==> src/sv/u8d_pkg.sv <==
// Package for the UTF-8 stream decoder: status codes, field widths and the result record.
// Has no dependencies. The interfaces and the top level import it.
`default_nettype none

package u8d_pkg;

    localparam int unsigned ByteW   = 8;
    localparam int unsigned CpW     = 32;
    localparam int unsigned LenW    = 3;
    localparam int unsigned StatusW = 2;

    typedef enum logic [StatusW-1:0] {
        ST_OK    = 2'd0,
        ST_STRAY = 2'd1,
        ST_TRUNC = 2'd2
    } status_t;

    localparam logic [LenW-1:0] LEN_NONE = 3'd0;
    localparam logic [LenW-1:0] LEN_1    = 3'd1;
    localparam logic [LenW-1:0] LEN_2    = 3'd2;
    localparam logic [LenW-1:0] LEN_3    = 3'd3;
    localparam logic [LenW-1:0] LEN_4    = 3'd4;
    localparam logic [LenW-1:0] LEN_5    = 3'd5;
    localparam logic [LenW-1:0] LEN_6    = 3'd6;

    typedef struct packed {
        logic [CpW-1:0]  char_value;
        logic [LenW-1:0] seq_length;
        status_t         status;
    } result_t;

endpackage

`default_nettype wire

==> src/sv/u8d_byte_if.sv <==
// Byte input channel of the UTF-8 stream decoder: valid/ready with one byte and its end flag.
// Depends on u8d_pkg for widths.
`default_nettype none

interface u8d_byte_if
    import u8d_pkg::*;
();
    logic             valid;
    logic             ready;
    logic [ByteW-1:0] in_byte;
    logic             end_of_buffer;

    modport source (output valid, output in_byte, output end_of_buffer, input ready);
    modport sink   (input valid, input in_byte, input end_of_buffer, output ready);
endinterface

`default_nettype wire

==> src/sv/u8d_result_if.sv <==
// Result channel of the UTF-8 stream decoder: valid/ready with code point, length and status.
// Depends on u8d_pkg for widths.
`default_nettype none

interface u8d_result_if
    import u8d_pkg::*;
();
    logic                valid;
    logic                ready;
    logic [CpW-1:0]      char_value;
    logic [LenW-1:0]     seq_length;
    logic [StatusW-1:0]  status;

    modport source (output valid, output char_value, output seq_length, output status,
                    input ready);
    modport sink   (input valid, input char_value, input seq_length, input status,
                    output ready);
endinterface

`default_nettype wire

==> src/sv/utf8_stream_decoder_top.sv <==
// Top level of the UTF-8 stream decoder (legacy 1 to 6 byte forms).
// Depends on u8d_pkg, u8d_byte_if and u8d_result_if.
//
//   channel     dir   beat contents
//   byte_in     in    in_byte[7:0], end_of_buffer
//   result_out  out   char_value[31:0], seq_length[2:0], status[1:0]
//
// One byte is taken per cycle while the skid is empty; the result of the byte that
// ends its sequence is registered in the same cycle as the decode state updates.
// A result register plus a skid register hold one extra result while the output
// stalls; byte_in.ready drops only when the skid is full.
// Reset returns the decoder to idle and empties both output entries.
`default_nettype none

module utf8_stream_decoder_top
    import u8d_pkg::*;
(
    input  wire logic     clk,
    input  wire logic     rst_n,
    u8d_byte_if.sink      byte_in,
    u8d_result_if.source  result_out
);

    logic [LenW-1:0] rem_reg, rem_next;
    logic [CpW-1:0]  acc_reg, acc_next;
    logic [LenW-1:0] total_reg, total_next;

    result_t out_reg, out_next;
    logic    out_valid_reg, out_valid_next;
    result_t skid_reg, skid_next;
    logic    skid_valid_reg, skid_valid_next;

    logic            accept;
    logic            pop;
    logic            produce;
    result_t         res;
    logic [ByteW-1:0] b;
    logic            last;
    logic [LenW-1:0] rem_dec;
    logic [CpW-1:0]  cont_bits;

    assign b      = byte_in.in_byte;
    assign last   = byte_in.end_of_buffer;
    assign accept = byte_in.valid && byte_in.ready;
    assign pop    = out_valid_reg && result_out.ready;

    assign rem_dec = rem_reg - LEN_1;

    always_comb
    begin
        case (rem_dec)
            3'd0:    cont_bits = {26'd0, b[5:0]};
            3'd1:    cont_bits = {20'd0, b[5:0], 6'd0};
            3'd2:    cont_bits = {14'd0, b[5:0], 12'd0};
            3'd3:    cont_bits = {8'd0, b[5:0], 18'd0};
            3'd4:    cont_bits = {2'd0, b[5:0], 24'd0};
            default: cont_bits = '0;
        endcase
    end

    // decode one byte
    always_comb
    begin
        rem_next   = rem_reg;
        acc_next   = acc_reg;
        total_next = total_reg;
        produce    = 1'b0;
        res        = '{char_value: '0, seq_length: LEN_NONE, status: ST_OK};

        if (rem_reg == LEN_NONE)
        begin
            if (b inside {[8'h00:8'h7F]})
            begin
                produce = 1'b1;
                res     = '{char_value: {24'd0, b}, seq_length: LEN_1, status: ST_OK};
            end
            else if (b inside {[8'h80:8'hBF]})
            begin
                produce = 1'b1;
                res     = '{char_value: '0, seq_length: LEN_NONE, status: ST_STRAY};
            end
            else if (last)
            begin
                produce = 1'b1;
                res     = '{char_value: '0, seq_length: LEN_NONE, status: ST_TRUNC};
            end
            else
            begin
                if (b inside {[8'hC0:8'hDF]})
                begin
                    total_next = LEN_2;
                    acc_next   = {21'd0, b[4:0], 6'd0};
                end
                else if (b inside {[8'hE0:8'hEF]})
                begin
                    total_next = LEN_3;
                    acc_next   = {16'd0, b[3:0], 12'd0};
                end
                else if (b inside {[8'hF0:8'hF7]})
                begin
                    total_next = LEN_4;
                    acc_next   = {11'd0, b[2:0], 18'd0};
                end
                else if (b inside {[8'hF8:8'hFB]})
                begin
                    total_next = LEN_5;
                    acc_next   = {6'd0, b[1:0], 24'd0};
                end
                else
                begin
                    total_next = LEN_6;
                    acc_next   = {b[1:0], 30'd0};
                end
                rem_next = total_next - LEN_1;
            end
        end
        else
        begin
            rem_next = rem_dec;
            acc_next = acc_reg | cont_bits;
            if (rem_dec == LEN_NONE)
            begin
                produce    = 1'b1;
                res        = '{char_value: acc_next, seq_length: total_reg, status: ST_OK};
                acc_next   = '0;
                total_next = LEN_NONE;
            end
            else if (last)
            begin
                produce    = 1'b1;
                res        = '{char_value: '0, seq_length: LEN_NONE, status: ST_TRUNC};
                rem_next   = LEN_NONE;
                acc_next   = '0;
                total_next = LEN_NONE;
            end
        end

        if (produce && (rem_reg == LEN_NONE))
        begin
            rem_next   = LEN_NONE;
            acc_next   = '0;
            total_next = LEN_NONE;
        end
    end

    // output register and skid
    always_comb
    begin
        out_next        = out_reg;
        out_valid_next  = out_valid_reg;
        skid_next       = skid_reg;
        skid_valid_next = skid_valid_reg;

        if (!out_valid_reg || pop)
        begin
            if (skid_valid_reg)
            begin
                out_next        = skid_reg;
                out_valid_next  = 1'b1;
                skid_next       = res;
                skid_valid_next = accept && produce;
            end
            else
            begin
                out_next       = res;
                out_valid_next = accept && produce;
            end
        end
        else if (accept && produce)
        begin
            skid_next       = res;
            skid_valid_next = 1'b1;
        end
    end

    always_ff @(posedge clk or negedge rst_n)
    begin
        if (!rst_n)
        begin
            rem_reg        <= LEN_NONE;
            acc_reg        <= '0;
            total_reg      <= LEN_NONE;
            out_valid_reg  <= 1'b0;
            skid_valid_reg <= 1'b0;
        end
        else
        begin
            if (accept)
            begin
                rem_reg   <= rem_next;
                acc_reg   <= acc_next;
                total_reg <= total_next;
            end
            out_valid_reg  <= out_valid_next;
            skid_valid_reg <= skid_valid_next;
        end
    end

    always_ff @(posedge clk)
    begin
        out_reg  <= out_next;
        skid_reg <= skid_next;
    end

    assign byte_in.ready         = !skid_valid_reg;
    assign result_out.valid      = out_valid_reg;
    assign result_out.char_value = out_reg.char_value;
    assign result_out.seq_length = out_reg.seq_length;
    assign result_out.status     = out_reg.status;

endmodule

`default_nettype wire

==> src/flat_wrapper.sv <==
// flat-port wrapper written by rule: the top's interface ports become plain ports
module utf8_stream_decoder_top_flat import u8d_pkg::*;
  (clk, rst_n, byte_in_valid, byte_in_in_byte, byte_in_end_of_buffer, byte_in_ready, result_out_valid, result_out_char_value, result_out_seq_length, result_out_status, result_out_ready);
  u8d_byte_if byte_in_i ();
  u8d_result_if result_out_i ();
  input  wire logic clk;
  input  wire logic rst_n;
  input wire logic [$bits(byte_in_i.valid)-1:0] byte_in_valid;
  input wire logic [$bits(byte_in_i.in_byte)-1:0] byte_in_in_byte;
  input wire logic [$bits(byte_in_i.end_of_buffer)-1:0] byte_in_end_of_buffer;
  output wire logic [$bits(byte_in_i.ready)-1:0] byte_in_ready;
  output wire logic [$bits(result_out_i.valid)-1:0] result_out_valid;
  output wire logic [$bits(result_out_i.char_value)-1:0] result_out_char_value;
  output wire logic [$bits(result_out_i.seq_length)-1:0] result_out_seq_length;
  output wire logic [$bits(result_out_i.status)-1:0] result_out_status;
  input wire logic [$bits(result_out_i.ready)-1:0] result_out_ready;
  assign byte_in_i.valid = byte_in_valid;
  assign byte_in_i.in_byte = byte_in_in_byte;
  assign byte_in_i.end_of_buffer = byte_in_end_of_buffer;
  assign byte_in_ready = byte_in_i.ready;
  assign result_out_valid = result_out_i.valid;
  assign result_out_char_value = result_out_i.char_value;
  assign result_out_seq_length = result_out_i.seq_length;
  assign result_out_status = result_out_i.status;
  assign result_out_i.ready = result_out_ready;
  utf8_stream_decoder_top u_core (.clk(clk), .rst_n(rst_n), .byte_in(byte_in_i), .result_out(result_out_i));
endmodule
==> config.mk <==
export PLATFORM = sky130hd
export DESIGN_NAME = utf8_stream_decoder_top_flat
export DESIGN_NICKNAME = d
export VERILOG_FILES = /design/src/sv/u8d_pkg.sv /design/src/sv/u8d_byte_if.sv /design/src/sv/u8d_result_if.sv /design/src/sv/utf8_stream_decoder_top.sv /design/src/flat_wrapper.sv
export SDC_FILE = /design/constraint.sdc
export NUM_CORES = 1
export LEC_CHECK = 0
export CORE_MARGIN = 10
export CORE_UTILIZATION = 40
export CTS_BUF_LIST = sky130_fd_sc_hd__clkbuf_2 sky130_fd_sc_hd__clkbuf_4 sky130_fd_sc_hd__clkbuf_8
export CTS_CLUSTER_DIAMETER = 80
export DETAILED_ROUTE_END_ITERATION = 8
export DONT_BUFFER_PORTS = 1
export GPL_TIMING_DRIVEN = 0
export PLACE_DENSITY_LB_ADDON = 0.1
export SLEW_MARGIN = 20
export SYNTH_ARGS = -nofsm -noshare
export SYNTH_HDL_FRONTEND = slang
export SYNTH_SLANG_ARGS = --single-unit
==> constraint.sdc <==
create_clock -name clk -period 9.3 [get_ports clk]
set_clock_uncertainty 0.15 [all_clocks]
set_input_delay 1.395 -clock clk [delete_from_list [all_inputs] [get_ports clk]]
set_output_delay 1.395 -clock clk [all_outputs]
set_load 0.02 [all_outputs]
==> results by group, run 1 <==
Outcome
  – Status: completed

STA
  – FMAX: 0.2996 GHz
  – Unrepaired setup endpoints after global routing: false
  – Final hold vios: 0
  – Slew HR: 0.5382
  – Tightest Pin Transition: 0.6926 ns
  – Pins over their slew limit: 0
  – Tmin final: 3.338 ns
  – Setup TNS: 0 ns
  – Final setup vio count: 0
  – Tcrit/Tclk final: 0.3589
  – Worst Slack Setup Final: 5.962 ns

Synth
  – Top FF cell, synth: edfxtp_1
  – Post-synthesis compound-gate area fraction: 0.1658
  – Ys async rst share: 0.3509
  – Yosys warning total: 0
  – Mapped cell area: 5079 µm²
  – Synth Area per Inst: 13.06 µm²
  – Multiplexer share of the synthesized area: 0.03326
  – XOR/XNOR Fraction of Synth Area: 0.004927
  – Simple-Gate Fraction of Synth Area: 0.1089
  – Cells after Synth: 389
  – Main combinational cell family by area after synthesis: compound AO/OA/AOI/OAI gates
  – Adder-Cell Fraction of Synth Area: 0.01478
  – Mapped Nets: 408
  – EDFF count, synth: 74
  – Post-synth cell types: 56
  – Register area share after synthesis: 0.6346
  – FF+latch count, synth: 114

Cells and area
  – Fill cell count: 1188
  – ANT cells: 0
  – Largest register FFs: 37
  – Layout area overhead: 12.44%
  – Finished Core Util: 0.4562
  – Storage cell area: 3223 µm²
  – Final net count: 429
  – Share of cells above drive strength 1: 0.2033
  – Area of the multi-input gates: 1678 µm²

Die
  – Die Width: 132.7 µm
  – Die height: 132.7 µm
  – Row cnt: 41
  – Die area: 17600 µm²
  – Core area: 12520 µm²
  – IO Count: 52
  – Starting Density: 0.4057

Power and ir drop
  – PD cells: 311.3 nW/µm²
  – Total chip power: 1.778 mW
  – Pleak: 2.214 nW
  – Sw Pwr: 0.6572 mW
  – Clock Power Share: 0.234
  – Sw Ratio: 0.3698
  – Internal Power: 1.120 mW
  – Peak VDD IR: 0.0001401 V
  – Comb pwr share: 0.294
  – Flop pwr share: 0.472

Worst setup path
  – Worst endpoint required time: 7.76 ns
  – Worst EP arrival: 1.79 ns
  – Slowest CP cell: buf_1
  – CP bufs+invs: 3
  – Critical Path Stages: 3
  – CP delay by family, top: buffers and inverters
  – Worst setup path class: reg -> out
  – Crit path capture type: output port
  – CP Cell Sequence: buf_2 > inv_1 > buf_1
  – Peak fanout along the critical path: 10
  – Reg2Reg Depth: 8
  – Startpoint types: flip-flop
  – Slowest stage delay, CP: 0.56 ns

Detailed routing
  – DRT Pass-1 Iters: 4
  – Total wire length: 11480 µm
  – Met1 wire length: 5201 µm
  – Via count: 3139
  – WL met2: 5375 µm
  – Residual DRC count: 0
  – Initial DRC Count: 244
  – Wire per inst: 19.29 µm
  – DRT antenna net count: 0
  – Top Layer Used: met4
  – Vias per Instance: 5.276
  – Routed wl met3: 651 µm

CTS
  – PostCTS Resize Cnt: 0
  – Post-CTS setup buffers: 0
  – Worst skew pair latency: 0.44 ns
  – CTS tree: yes
  – Clk buf depth: 2
  – CTS root buf: clkbuf_8
  – Clk sinks: 114
  – H-tree Lvls: 4
  – TritonCTS Buffers: 17
  – Clk pin slew, worst setup/hold paths: 0.06 ns
  – Hold buffer count at CTS: 0

Placement
  – Dpl ws: 5.860 ns
  – Dpl hpwl: 8170 µm
  – Port Buffers: 0
  – Routability cong.: 0.8708

Global routing
  – Antenna violations before repair: 0
  – GR Overflow Total: 0
  – First-pass GRT wire length: 18620 µm
  – Vias in the first global route: 3279
  – Global Route Usage Sum: 0.1362
  – Pin count of the biggest net entering global routing: 41

Run
  – Max cap viols: 0

Worst hold path
  – Hold Crit Class: reg -> reg
  – WHS Path Cells: 1
cell usage in the layout (no fill, tap or decap), drive strengths merged, types with 2 or more instances in the layout:
cell type	synthesis	layout
edfxtp	74	74
clkbuf	14	45
dfrtp	40	40
nor2	38	38
nand2	25	25
buf	18	20
a31oi	19	19
o31ai	19	19
and2	18	18
mux2	13	13
a22o	10	10
a32o	10	10
a21oi	9	9
nor3	9	9
o21ai	9	9
inv	8	8
a211oi	7	7
ha	6	6
a41oi	5	5
nand2b	5	5
a21o	3	3
o2bb2ai	3	3
nor3b	3	3
nand4	2	2
o22a	2	2
or3	2	2
o22ai	2	2
power groups by stage:
stage / clock (mW) / sequential [mW] / combinational, mW
5_1_grt: 0.449 / 0.854 / 0.581
3_5_place_dp: 0 / 0.855 / 0.526
3_3_place_gp: 0 / 0.857 / 0.502
2_1_floorplan: 0 / 0.835 / 0.382
6_report: 0.416 / 0.839 / 0.523
4_1_cts: 0.428 / 0.844 / 0.528
per-stage QoR:
step | hold WS, ns | area [µm²] | instances
after global placement | 0.3076 | 5294 | 561
after CTS | 0.3305 | 5710 | 595
after detailed placement | 0.3164 | 5355 | 563
after global routing | 0.3477 | 5710 | 595
final | 0.3245 | 5710 | 595
after floorplan | 0.2914 | 5079 | 389
path summary, 6_finish.rpt:
path                                       end                   from  slack [ns]
hold / removal             u_core.total_reg[2]    u_core.total_reg[2]        0.32
setup / recovery                 byte_in_ready  u_core.skid_valid_reg        5.96
min in group asynchronous    u_core.rem_reg[0]                  rst_n        0.49
hold reg to reg            u_core.total_reg[2]    u_core.total_reg[2]        0.32
max in group asynchronous   u_core.acc_reg[11]                  rst_n        8.41
setup reg to reg           u_core.skid_reg[36]      u_core.rem_reg[0]        6.44
kinds of logic after synthesis:
family                   count (synthesis)
XOR/XNOR                                 2
multiplexers                            13
buffers and inverters                   40
AO/OA/AOI/OAI                          108
flip-flops                             114
adder cells (fa/ha/maj)                  6
AND/OR/NAND/NOR                        106
cell type report:
class                   instances  area share
inverters                       8    0.005259
repair buffers                  2    0.008326
multi-input cells             235      0.2938
flip-flops and latches        114      0.5644
well taps                     172     0.03769
plain buffers                  32     0.02826
clock buffers                  31     0.06157
clock inverters                 1   0.0006573
per-layer routing:
| metal | track usage | vias up |
|---|---|---|
| met4 | 0.06968 | 0 |
| met3 | 0.04731 | 18 |
| met2 | 0.2063 | 64 |
| met1 | 0.1685 | 1533 |
| met5 | 0 | - |
| li1 | - | 1524 |
cells in the mapped netlist (all sizes together), types with 2 or more instances:
cell | instances | area [µm²]
a32o | 10 | 100.1
edfxtp | 74 | 2222
inv | 8 | 30.03
a41oi | 5 | 43.79
nor3b | 3 | 32.53
and2 | 18 | 130.1
nor2 | 38 | 150.1
a22o | 10 | 87.58
mux2 | 13 | 168.9
nand2b | 5 | 38.78
a21o | 3 | 22.52
dfrtp | 40 | 1001
clkbuf | 14 | 52.55
o22a | 2 | 17.52
o2bb2ai | 3 | 26.28
o22ai | 2 | 12.51
ha | 6 | 75.07
o21ai | 9 | 52.55
or3 | 2 | 12.51
buf | 18 | 108.9
nor3 | 9 | 55.05
o31ai | 19 | 156.4
a211oi | 7 | 52.55
a31oi | 19 | 118.9
nand2 | 25 | 93.84
nand4 | 2 | 12.51
a21oi | 9 | 48.80
worst register-to-register path: cells and delay by family (launching register included):
family          cells  cell delay [ns]
simple gates        1             0.24
flops               1             0.42
compound gates      3             0.80
buf+inv             3             0.56
fa+ha+maj           1             0.38
No activity file was read; power rests on OpenSTA's default activity.
==> run 2: changes to the inputs <==
==> constraint.sdc (replaced) <==
create_clock -name clk -period 2.9 [get_ports clk]
set_clock_uncertainty 0.15 [all_clocks]
set_input_delay 0.435 -clock clk [delete_from_list [all_inputs] [get_ports clk]]
set_output_delay 0.435 -clock clk [all_outputs]
set_load 0.02 [all_outputs]
==> run 2 against run 1 <==
Setup slack worse by 5.8 ns. Worst hold slack worse by 0.26 ns. Global-route usage up 0.24 points. Sequential power rose to 3.2 times the previous value. Count of clock-buffer cells in the layout down 11. Non-clock buffer count up 3. Cell count up 0.67%. Largest cell class unchanged. Final area up 1.8%. Sequential cell count unchanged. Sequential share of layout area down 1.0 points. Wire length up 3.5%.
==> results by group, run 2 (same netlist as run 1, synthesis figures left out) <==
Worst setup path
  – Worst EP arrival: 2.62 ns
  – Crit path capture type: flip-flop
  – Reg2Reg Depth: 7
  – Crit Reg-Reg Startpoint: u_core.rem_reg[0]
  – Worst setup path class: reg -> reg
  – Peak fanout along the critical path: 10
  – Worst reg-to-reg setup slack: 0.20 ns
  – Worst reg2reg path endpoint: u_core.skid_reg[31]
  – Worst endpoint required time: 2.82 ns
  – Startpoint types: flip-flop

STA
  – Tcrit/Tclk final: 0.9299
  – Tightest Pin Transition: 0.7126 ns
  – Final setup vio count: 0
  – Worst Slack Setup Final: 0.2033 ns
  – Tmin final: 2.697 ns
  – Unrepaired setup endpoints after global routing: false
  – Pins over their slew limit: 0
  – Setup TNS: 0 ns
  – FMAX: 0.3708 GHz
  – Final hold vios: 0
  – WHS: 0.06477 ns
  – Slew HR: 0.5250

Cells and area
  – Layout area overhead: 14.51%
  – Final net count: 433
  – Storage cell area: 3223 µm²
  – Fill cell count: 1152
  – Largest register FFs: 37
  – Commonest non-fill, non-tap cell in the layout: edfxtp_1
  – Most frequent cells in the layout: 74 x edfxtp_1, 40 x dfrtp_1, 37 x nor2_1, 25 x nand2_1, 19 x a31oi_1
  – Layout Cells excl Fill: 599
  – Area of the multi-input gates: 1687 µm²
  – Final Cell Area: 5816 µm²
  – Share of cells above drive strength 1: 0.2061
  – ANT cells: 0

Worst hold path
  – Hold EP: u_core.total_reg[0]
  – WHS Path Cells: 2
  – Worst hold start: byte_in_in_byte[6]
  – Hold Crit Class: in -> reg

Run
  – Max cap viols: 0

Die
  – Die area: 17600 µm²
  – Core area: 12520 µm²
  – Starting Density: 0.4057
  – Die height: 132.7 µm
  – IO Count: 52
  – Die Width: 132.7 µm
  – Row cnt: 41

Detailed routing
  – Residual DRC count: 0
  – Total wire length: 11880 µm
  – Initial DRC Count: 217
  – DRT antenna net count: 0
  – Vias per Instance: 5.326
  – DRT Pass-1 Iters: 5
  – Via count: 3190
  – Wire per inst: 19.83 µm

Global routing
  – First-pass GRT wire length: 18820 µm
  – Global Route Usage Sum: 0.1386
  – GR Overflow Total: 0
  – Pin count of the biggest net entering global routing: 41
  – Vias in the first global route: 3241
  – Antenna violations before repair: 0

Placement
  – Dpl ws: -0.05516 ns
  – Port Buffers: 0
  – Cells after DPL: 563
  – Dpl hpwl: 8220 µm
  – Cell Area, Placed: 5355 µm²
  – Routability cong.: 0.8540

CTS
  – CTS tree: yes
  – Worst skew pair latency: 0.43 ns
  – Clk sinks: 114
  – H-tree Lvls: 4
  – Clk buf depth: 2
  – CTS root buf: clkbuf_8
  – Clk pin slew, worst setup/hold paths: 0.07 ns
  – TritonCTS Buffers: 17

Power and ir drop
  – Pleak: 2.254 nW
  – PD cells: 1019 nW/µm²
  – Peak VDD IR: 0.0003178 V

Outcome
  – Status: completed
run 2: how the worst max path moves through the flow:
stage | start | endpoint | slack [ns] | cells after the start
2_1_floorplan | result_out_ready | u_core.skid_reg[0] | 0.13 | 2
3_3_place_gp | u_core.result_out.valid | u_core.skid_reg[34] | -0.60 | 2
3_5_place_dp | u_core.rem_reg[0] | u_core.skid_reg[33] | -0.06 | 8
4_1_cts | u_core.rem_reg[0] | u_core.skid_reg[0] | 0.09 | 8
5_1_grt | u_core.rem_reg[0] | u_core.skid_reg[11] | 0.05 | 7
6_report | u_core.rem_reg[0] | u_core.skid_reg[31] | 0.20 | 7
run 2: stage by stage:
step / total power, mW / util
3_3_place_gp: 4.357 / 0.4238
4_1_cts: 5.988 / 0.4630
2_1_floorplan: 3.904 / -
6_report: 5.928 / 0.4646
3_5_place_dp: 4.430 / 0.4278
5_1_grt: 6.275 / 0.4646
run 2: area by class of cell:
cell class,instances,area share
Tap cell,172,0.03701
Timing Repair Buffer,5,0.01678
Clock inverter,12,0.02388
Clock buffer,20,0.04518
Multi-Input combinational cell,236,0.2900
Sequential cell,114,0.5542
Inverter,8,0.005164
Buffer,32,0.02775
run 2: where the power goes:
group / internal [mW] / switching [mW]
logic: 0.596 / 1.13
clock network: 0.878 / 0.633
registers: 2.27 / 0.423
run 2: what timing repair did:
action | 4_1_cts | 5_1_grt
setup buffers | 0 | 1
endpoints found under the setup margin | 18 | 18
gates resized for setup | 0 | 0
gates cloned | 1 | 0
hold buffers | 2 | 0
hold endpoints to repair | 40 | 0
pin swaps | 1 | 1
run 2: per-layer routing:
layer	global-route usage	wire, µm	vias up
met4	0.05868	118	0
met2	0.2208	5856	75
met3	0.04618	628	12
met5	0	0	-
li1	-	-	1532
met1	0.1683	5274	1571
run 2: worst max-delay path, cell delays in order, from the launching register on:
cell and delay [ns]:
dfrtp_1 0.42, inv_1 0.11, ha_1 0.31, nor3_2 0.30
o21a_4 0.23, buf_6 0.18, o31ai_4 0.12, o21ai_2 0.51
